==> src/rtl/skf_pkg.sv <==
// Shared types and constants for the scalar Kalman filter block.
// No dependencies; imported by the divider, the multiplier and the top level.
`timescale 1ns / 1ps
`default_nettype none

package skf_pkg;

    localparam int DATA_W      = 32;
    localparam int GAIN_W      = 17;
    localparam int REG_INDEX_W = 2;

    // Divider geometry: the quotient is at most one in Q0.16, so 17 bits.
    localparam int DIV_STEPS   = GAIN_W;
    localparam int DIV_CNT_W   = $clog2(DIV_STEPS + 1);
    localparam int NUMER_W     = DATA_W + 16 + 1;
    localparam int DENOM_W     = DATA_W + 1;

    // Shared multiplier operand widths.
    localparam int MUL_A_W     = DATA_W + 2;
    localparam int MUL_B_W     = GAIN_W + 1;
    localparam int MUL_P_W     = MUL_A_W + MUL_B_W;

    localparam logic [GAIN_W-1:0] GAIN_ONE = GAIN_W'(65536);

    localparam logic [DATA_W-1:0] PROCESS_NOISE_RESET     = DATA_W'(1311);
    localparam logic [DATA_W-1:0] MEASUREMENT_NOISE_RESET = DATA_W'(29098);

    localparam logic [REG_INDEX_W-1:0] REG_PROCESS_NOISE     = REG_INDEX_W'(0);
    localparam logic [REG_INDEX_W-1:0] REG_MEASUREMENT_NOISE = REG_INDEX_W'(1);

    typedef enum logic [2:0] {
        S_IDLE,
        S_PREP,
        S_DIV_START,
        S_DIV_WAIT,
        S_MUL_X,
        S_MUL_P,
        S_UPDATE,
        S_OUT
    } state_t;

    typedef struct packed {
        logic busy;
    } div_status_t;

endpackage

`default_nettype wire

==> src/rtl/skf_div.sv <==
// Restoring divider for the Kalman gain, one quotient bit per cycle.
// Depends on skf_pkg for widths and the status struct.
`timescale 1ns / 1ps
`default_nettype none

module skf_div (
    input  wire logic                        aclk,
    input  wire logic                        aresetn,
    input  wire logic                        start,
    input  wire logic [skf_pkg::NUMER_W-1:0] numer,
    input  wire logic [skf_pkg::DENOM_W-1:0] denom,
    output skf_pkg::div_status_t             status,
    output logic      [skf_pkg::GAIN_W-1:0]  quotient
);
    import skf_pkg::*;

    localparam int LOW_W = DIV_STEPS;

    logic [DIV_CNT_W-1:0] count_reg, count_next;
    logic [DENOM_W-1:0]   rem_reg, rem_next;
    logic [LOW_W-1:0]     bits_reg, bits_next;
    logic [GAIN_W-1:0]    quo_reg, quo_next;
    logic [DENOM_W-1:0]   denom_reg, denom_next;
    logic [DENOM_W:0]     trial;
    logic                 fits;

    // The top bits of the numerator are already below the divisor, since the
    // quotient is known to fit in the gain width; only the low bits iterate.
    always_comb begin
        trial      = {rem_reg, bits_reg[LOW_W-1]};
        fits       = trial >= {1'b0, denom_reg};
        count_next = count_reg;
        rem_next   = rem_reg;
        bits_next  = bits_reg;
        quo_next   = quo_reg;
        denom_next = denom_reg;
        if (start) begin
            count_next = DIV_CNT_W'(DIV_STEPS);
            rem_next   = DENOM_W'(numer[NUMER_W-1:LOW_W]);
            bits_next  = numer[LOW_W-1:0];
            quo_next   = '0;
            denom_next = denom;
        end else if (count_reg != '0) begin
            count_next = count_reg - DIV_CNT_W'(1);
            rem_next   = fits ? DENOM_W'(trial - {1'b0, denom_reg}) : trial[DENOM_W-1:0];
            bits_next  = {bits_reg[LOW_W-2:0], 1'b0};
            quo_next   = {quo_reg[GAIN_W-2:0], fits};
        end
    end

    always_ff @(posedge aclk) begin
        if (!aresetn) begin
            count_reg <= '0;
        end else begin
            count_reg <= count_next;
        end
        rem_reg   <= rem_next;
        bits_reg  <= bits_next;
        quo_reg   <= quo_next;
        denom_reg <= denom_next;
    end

    assign status.busy = count_reg != '0;
    assign quotient    = quo_reg;

endmodule

`default_nettype wire

==> src/rtl/skf_mul.sv <==
// Shared signed multiplier with a registered product.
// Depends on skf_pkg for operand widths.
`timescale 1ns / 1ps
`default_nettype none

module skf_mul (
    input  wire logic                               aclk,
    input  wire logic signed [skf_pkg::MUL_A_W-1:0] op_a,
    input  wire logic signed [skf_pkg::MUL_B_W-1:0] op_b,
    output logic signed      [skf_pkg::MUL_P_W-1:0] product
);
    import skf_pkg::*;

    logic signed [MUL_P_W-1:0] product_reg, product_next;

    always_comb begin
        product_next = MUL_P_W'(op_a) * MUL_P_W'(op_b);
    end

    always_ff @(posedge aclk) begin
        product_reg <= product_next;
    end

    assign product = product_reg;

endmodule

`default_nettype wire

==> src/rtl/scalar_kalman_filter.sv <==
// Top level of the scalar Kalman filter: sequencer, state and I/O registers.
// Depends on skf_pkg, skf_div and skf_mul.
//
// Usage: each measurement word (signed Q16.16) enters on the s_ channel with
// a valid/ready handshake. The block predicts the variance p + Q (saturating),
// forms the gain p / (p + R) in Q0.16 with a restoring divider that yields one
// quotient bit per cycle, and then runs two products through one shared
// multiplier: the estimate step and the new variance.
// The result word (estimate and gain) leaves on the m_ channel from an output
// register. A word is accepted only while the sequencer is idle, so one word is
// in work at a time. The divider's 17 steps take the bulk of the time from
// acceptance to m_valid; a new word can be taken in the cycle after the
// result is loaded.
// If the receiver stalls, the finished result holds in the output register and
// the block still takes and computes the next word; that word then waits in
// its final step until the output register is free.
// Reset (aresetn low, synchronous) clears the estimate and the variance to
// zero, sets Q to 1311 and R to 29098, and empties the output register.
// Configuration writes (cfg_we, cfg_index, cfg_data) take effect at once and
// are meant for idle periods; unknown indexes are ignored.
`timescale 1ns / 1ps
`default_nettype none

module scalar_kalman_filter (
    input  wire logic                            aclk,
    input  wire logic                            aresetn,
    input  wire logic                            s_valid,
    output logic                                 s_ready,
    input  wire logic signed [skf_pkg::DATA_W-1:0] s_measurement,
    output logic                                 m_valid,
    input  wire logic                            m_ready,
    output logic signed [skf_pkg::DATA_W-1:0]    m_estimate,
    output logic [skf_pkg::GAIN_W-1:0]           m_gain,
    input  wire logic                            cfg_we,
    input  wire logic [skf_pkg::REG_INDEX_W-1:0] cfg_index,
    input  wire logic [skf_pkg::DATA_W-1:0]      cfg_data
);
    import skf_pkg::*;

    state_t state_reg, state_next;

    // Configuration and filter state.
    logic [DATA_W-1:0]        q_reg, r_reg;
    logic signed [DATA_W-1:0] estimate_reg;
    logic [DATA_W-1:0]        variance_reg;

    // Per-word working registers.
    logic signed [DATA_W-1:0] z_reg;
    logic [DATA_W-1:0]        pm_reg;
    logic [DENOM_W-1:0]       den_reg;
    logic signed [DATA_W:0]   diff_reg;
    logic [GAIN_W-1:0]        gain_reg;
    logic signed [DATA_W-1:0] x_new_reg;
    logic [DATA_W-1:0]        p_new_reg;

    // Output register.
    logic                     m_valid_reg;
    logic signed [DATA_W-1:0] m_estimate_reg;
    logic [GAIN_W-1:0]        m_gain_reg;

    // Sequencer outputs.
    logic div_start;
    logic load_out;
    logic out_free;

    // Datapath nets.
    logic [DATA_W:0]           pm_sum;
    logic [DATA_W-1:0]         pm_sat;
    logic [NUMER_W-1:0]        numer;
    div_status_t               div_status;
    logic [GAIN_W-1:0]         quotient;
    logic signed [MUL_A_W-1:0] mul_a;
    logic signed [MUL_B_W-1:0] mul_b;
    logic signed [MUL_P_W-1:0] product;
    logic signed [MUL_P_W-1:0] rounded;
    logic signed [MUL_P_W-1:0] shifted;
    logic signed [DATA_W+1:0]  x_sum;

    assign out_free = !m_valid_reg || m_ready;

    // Next-state logic.
    always_comb begin
        state_next = state_reg;
        unique case (state_reg)
            S_IDLE:      if (s_valid) state_next = S_PREP;
            S_PREP:      state_next = S_DIV_START;
            S_DIV_START: state_next = S_DIV_WAIT;
            S_DIV_WAIT:  if (!div_status.busy) state_next = S_MUL_X;
            S_MUL_X:     state_next = S_MUL_P;
            S_MUL_P:     state_next = S_UPDATE;
            S_UPDATE:    state_next = S_OUT;
            S_OUT:       if (out_free) state_next = S_IDLE;
            default:     state_next = S_IDLE;
        endcase
    end

    // Sequencer outputs, including the shared multiplier's operand select.
    always_comb begin
        s_ready   = 1'b0;
        div_start = 1'b0;
        load_out  = 1'b0;
        mul_a     = '0;
        mul_b     = '0;
        unique case (state_reg)
            S_IDLE:      s_ready = 1'b1;
            S_PREP:      ;
            S_DIV_START: div_start = 1'b1;
            S_DIV_WAIT:  ;
            S_MUL_X: begin
                mul_a = MUL_A_W'(diff_reg);
                mul_b = $signed({1'b0, gain_reg});
            end
            S_MUL_P: begin
                mul_a = $signed({2'b00, pm_reg});
                mul_b = $signed({1'b0, GAIN_W'(GAIN_ONE - gain_reg)});
            end
            S_UPDATE:    ;
            S_OUT:       load_out = out_free;
            default:     ;
        endcase
    end

    // Predicted variance, saturated at the 32-bit maximum.
    assign pm_sum = {1'b0, variance_reg} + {1'b0, q_reg};
    assign pm_sat = pm_sum[DATA_W] ? '1 : pm_sum[DATA_W-1:0];

    // Gain numerator with half the denominator added for rounding.
    assign numer = NUMER_W'({pm_reg, 16'h0000}) + NUMER_W'(den_reg[DENOM_W-1:1]);

    // Round the product to nearest and floor-divide by 65536.
    assign rounded = product + MUL_P_W'(32768);
    assign shifted = rounded >>> 16;
    assign x_sum   = (DATA_W+2)'(estimate_reg) + shifted[DATA_W+1:0];

    skf_div u_div (
        .aclk     (aclk),
        .aresetn  (aresetn),
        .start    (div_start),
        .numer    (numer),
        .denom    (den_reg),
        .status   (div_status),
        .quotient (quotient)
    );

    skf_mul u_mul (
        .aclk    (aclk),
        .op_a    (mul_a),
        .op_b    (mul_b),
        .product (product)
    );

    always_ff @(posedge aclk) begin
        if (!aresetn) begin
            state_reg    <= S_IDLE;
            q_reg        <= PROCESS_NOISE_RESET;
            r_reg        <= MEASUREMENT_NOISE_RESET;
            estimate_reg <= '0;
            variance_reg <= '0;
            m_valid_reg  <= 1'b0;
        end else begin
            state_reg <= state_next;
            if (cfg_we) begin
                unique case (cfg_index)
                    REG_PROCESS_NOISE:     q_reg <= cfg_data;
                    REG_MEASUREMENT_NOISE: r_reg <= cfg_data;
                    default:               ;
                endcase
            end
            if (load_out) begin
                estimate_reg <= x_new_reg;
                variance_reg <= p_new_reg;
                m_valid_reg  <= 1'b1;
            end else if (m_ready) begin
                m_valid_reg  <= 1'b0;
            end
        end
    end

    // Working registers carry no reset; the sequencer decides when they load.
    always_ff @(posedge aclk) begin
        if (s_valid && s_ready) begin
            z_reg  <= s_measurement;
            pm_reg <= pm_sat;
        end
        if (state_reg == S_PREP) begin
            den_reg  <= {1'b0, pm_reg} + {1'b0, r_reg};
            diff_reg <= (DATA_W+1)'(z_reg) - (DATA_W+1)'(estimate_reg);
        end
        // A zero denominator would make the divider return all ones.
        if (state_reg == S_DIV_WAIT && !div_status.busy) begin
            gain_reg <= (den_reg == '0) ? '0 : quotient;
        end
        if (state_reg == S_MUL_P) begin
            x_new_reg <= x_sum[DATA_W-1:0];
        end
        if (state_reg == S_UPDATE) begin
            p_new_reg <= rounded[DATA_W+15:16];
        end
        if (load_out) begin
            m_estimate_reg <= x_new_reg;
            m_gain_reg     <= gain_reg;
        end
    end

    assign m_valid    = m_valid_reg;
    assign m_estimate = m_estimate_reg;
    assign m_gain     = m_gain_reg;

    // One word in work at a time: an accepted word closes the input side.
    a_one_at_a_time: assert property (@(posedge aclk) disable iff (!aresetn)
        s_valid && s_ready |=> !s_ready)
        else $error("input accepted while a word is in work");

    // The gain taken from the divider never exceeds one.
    a_gain_bound: assert property (@(posedge aclk) disable iff (!aresetn)
        state_reg == S_DIV_WAIT && !div_status.busy && den_reg != '0
        |-> quotient <= GAIN_ONE)
        else $error("gain quotient above one");

    // The kept estimate only moves when a result word is loaded.
    a_state_with_result: assert property (@(posedge aclk) disable iff (!aresetn)
        $past(aresetn) && !$stable(estimate_reg) |-> m_valid)
        else $error("estimate changed without a result word");

    // A finished result is never dropped while the receiver stalls.
    a_no_overwrite: assert property (@(posedge aclk) disable iff (!aresetn)
        m_valid && !m_ready |-> !load_out)
        else $error("output register loaded while still held");

endmodule

`default_nettype wire
==> config.mk <==
export PLATFORM = sky130hd
export DESIGN_NAME = scalar_kalman_filter
export DESIGN_NICKNAME = d
export VERILOG_FILES = /design/src/rtl/skf_pkg.sv /design/src/rtl/skf_div.sv /design/src/rtl/skf_mul.sv /design/src/rtl/scalar_kalman_filter.sv
export SDC_FILE = /design/constraint.sdc
export NUM_CORES = 2
export LEC_CHECK = 0
export BUFFER_PORTS_ARGS = -buffer_cell sky130_fd_sc_hd__buf_2
export CORE_MARGIN = 2
export CORE_UTILIZATION = 50
export DETAILED_ROUTE_END_ITERATION = 7
export HOLD_SLACK_MARGIN = 0.02
export PLACE_DENSITY = 0.66
export SLEW_MARGIN = 0
export SYNTH_ARGS = -nofsm -noshare
export SYNTH_HDL_FRONTEND = slang
export SYNTH_SLANG_ARGS = --single-unit
export TNS_END_PERCENT = 1
==> constraint.sdc <==
create_clock -name aclk -period 8.69 [get_ports aclk]
set_input_delay 0.869 -clock aclk [delete_from_list [all_inputs] [get_ports aclk]]
set_output_delay 0.869 -clock aclk [all_outputs]
set_load 0.02 [all_outputs]
==> out/metrics.cfg <==
[floorplanning]
rows = 110
die_area_um2 = 93970
die_w_um = 306.6
top_level_ports = 122
fp.coreArea_um2 = 90420
die_h_um = 306.6
initial_core_util_pct = 50.62

[critical_path]
crit_type = register to register
reg2reg_depth = 28
cp.arrival_ns = 8.84
cpPeakStageDelay_ns = 0.63
crit_fanout = 11
worstPathRequired_ns = 9.18
slowest_stage = fa_1
path_common_cell = fa_1
cp-end-kind = register
cp-start-kind = register

[routing]
wl_met1_um = 54640
drc = 0
drt_first_pass_iters = 6
wl_met3_um = 7800
vias = 33670
ant_nets = 0
via_per_inst = 5.467
drt-initial-drc-count = 2930
top_layer_used = met4
wl_per_cell_um = 19.60
drt_wl_total_um = 120700
wl_met2_um = 53870

[sta]
hold_viol = 0
grt_setup_unrepaired = yes
finClkSkew_ns = 0.02862
timing.hold.ws_ns = 0.4300
setup_viol = 0
maxSlewViolCount = 0
fmax_mhz = 119.8
layout_min_cycle_time_ns = 8.349
maxSlewHeadroom_pct = 30.65
period_share_pct = 96.08
tightest_slew_ns = 1.040

[clock_network]
cts_setup_buffers = 0
clk_latency_ns = 0.63
cts_resized = 0
clock-sinks = 530
cts.htree.levels = 2
cts_buffer_depth = 3
tritoncts = yes
cts_made_buffers = 54
path_clk_slew_ns = 0.06
hold_buffers = 0
clockRootBuffer = clkbuf_16

[synthesis]
ys_seq_elements = 530
syn_area_per_cell_um2 = 9.419
synthDistinctLibCells = 72
yosys_warnings = 0
ys_top_cells_by_area = fa_1 (23%), edfxtp_1 (22%), dfxtp_1 (8.2%)
syn_nets = 5740
synth_ff_type = edfxtp_1
synth_edf_count = 342
synthMostInstantiatedCell = nand2_1
synthArstFlopShare_pct = 0
synth_area_um2 = 45770
synth_commonest_cells = nand2_1 (818), inv_1 (721), fa_1 (520)
ys_seq_area_share_pct = 30.66
yosysTopAreaCell = fa_1
syn-instance-count = 4859
yosysTopAreaCellShare_pct = 22.74

[grt]
track_usage_pct = 26.23
overflow = 0
antenna_found_initial = 0
grt_pass1_vias = 33520
grt_pass1_wl_um = 191300
grt_max_degree = 86

[pwr]
vdd_drop_max_mv = 0.1519
power.density_nw_per_um2 = 161.2
cellLeakagePower_nw = 21.94

[job]
cap_viol_max_count = 0

[place]
placed_cells = 6057
port_buffers = 121
dp_hpwl_um = 96530
gp_congestion = 0.9375

[hold_path]
hold_class = input port to register
worstHoldPathCells = 1

[final_layout]
multi_input_area_um2 = 28460
stdcell_count = 6159
regArea_um2 = 14030
final_layout_size_suffix_gt1_share_pct = 7.305
num_antenna_cells = 0
syn_to_final_growth_pct = 8.532
nFillCells = 8146
fin_nets = 5818

[run_status]
status = completed

## cells in the final DEF (no fill, tap or decap), types with 80 or more instances in the layout
cell type  count
a21boi_0     124
a21oi_1      206
buf_2        120
buf_4         80
dfxtp_1      187
edfxtp_1     342
fa_1         520
ha_1         290
inv_1        720
nand2_1      815
nor2_1       401
o21ai_0      112
xnor2_1      165
xor2_1        83
## through the flow
| stage | cell area [µm²] | setup TNS (ns) | worst slack (ns) | power (mW) | utilization [%] |
|---|---|---|---|---|---|
| finish | 49670 | 0 | 0.3411 | 8.006 | 54.93 |
| global route | 49670 | -0.3622 | -0.1022 | 8.433 | 54.93 |
| CTS | 49640 | 0 | 0.1423 | 8.030 | 54.90 |
| detailed placement | 47900 | 0 | 0.2487 | 5.717 | 52.97 |
| global placement | 47900 | 0 | 0.2607 | 5.683 | 52.97 |
| floorplan | 45770 | 0 | 0.7084 | 5.049 | - |
## final timing paths
check                             from                        end  slack, ns
max reg2reg  gain_reg[0]$_SDFFCE_PN0P_  u_mul.product[47]$_DFF_P_       0.34
min reg2reg     x_new_reg[0]$_DFFE_PN_    m_estimate[0]$_DFFE_PP_       0.45
min                  s_measurement[30]        z_reg[30]$_DFFE_PP_       0.43
max          gain_reg[0]$_SDFFCE_PN0P_  u_mul.product[47]$_DFF_P_       0.34
## layout make-up
| cell class | instances | area share, % |
|---|---|---|
| Sequential cell | 530 | 28.25 |
| Clock buffer | 78 | 3.030 |
| Tap cell | 1176 | 2.962 |
| Clock inverter | 24 | 0.4761 |
| Multi-Input combinational cell | 3426 | 57.29 |
| Inverter | 722 | 5.463 |
| Timing Repair Buffer | 203 | 2.521 |
## routing by layer
metal / track usage [%] / vias up
met5: 0 / -
met4: 8.470 / 0
met3: 3.177 / 198
met2: 40.95 / 1065
met1: 38.20 / 16520
li1: - / 15890
## critical path: cells and delay by family (launching register included)
kind	cells	cell delay, ns
compound gates	8	1.70
xor+xnor	2	0.45
fa+ha+maj	8	3.73
buf+inv	5	0.73
flops	1	0.59
simple gates	5	1.00
## cells by family after synthesis
family                     Yosys count  synth area share [%]
DFF                                530                 30.66
and+or+nand+nor                   1585                 14.86
xor gates and xnor gates           249                 4.765
buffers and inverters              903                 7.408
muxes                               55                 1.299
adders and majority gates          810                 30.67
AOI/OAI and AO/OA                  727                 10.33
## power breakdown
group	internal [mW]	switching (mW)	leakage [nW]	total [mW]
registers	3.14	0.216	4.74	3.35
logic	0.922	1.42	16.3	2.34
clock network	1.30	1.01	0.856	2.31
total	5.36	2.65	21.9	8.01
(Power assumes the default switching activity.)
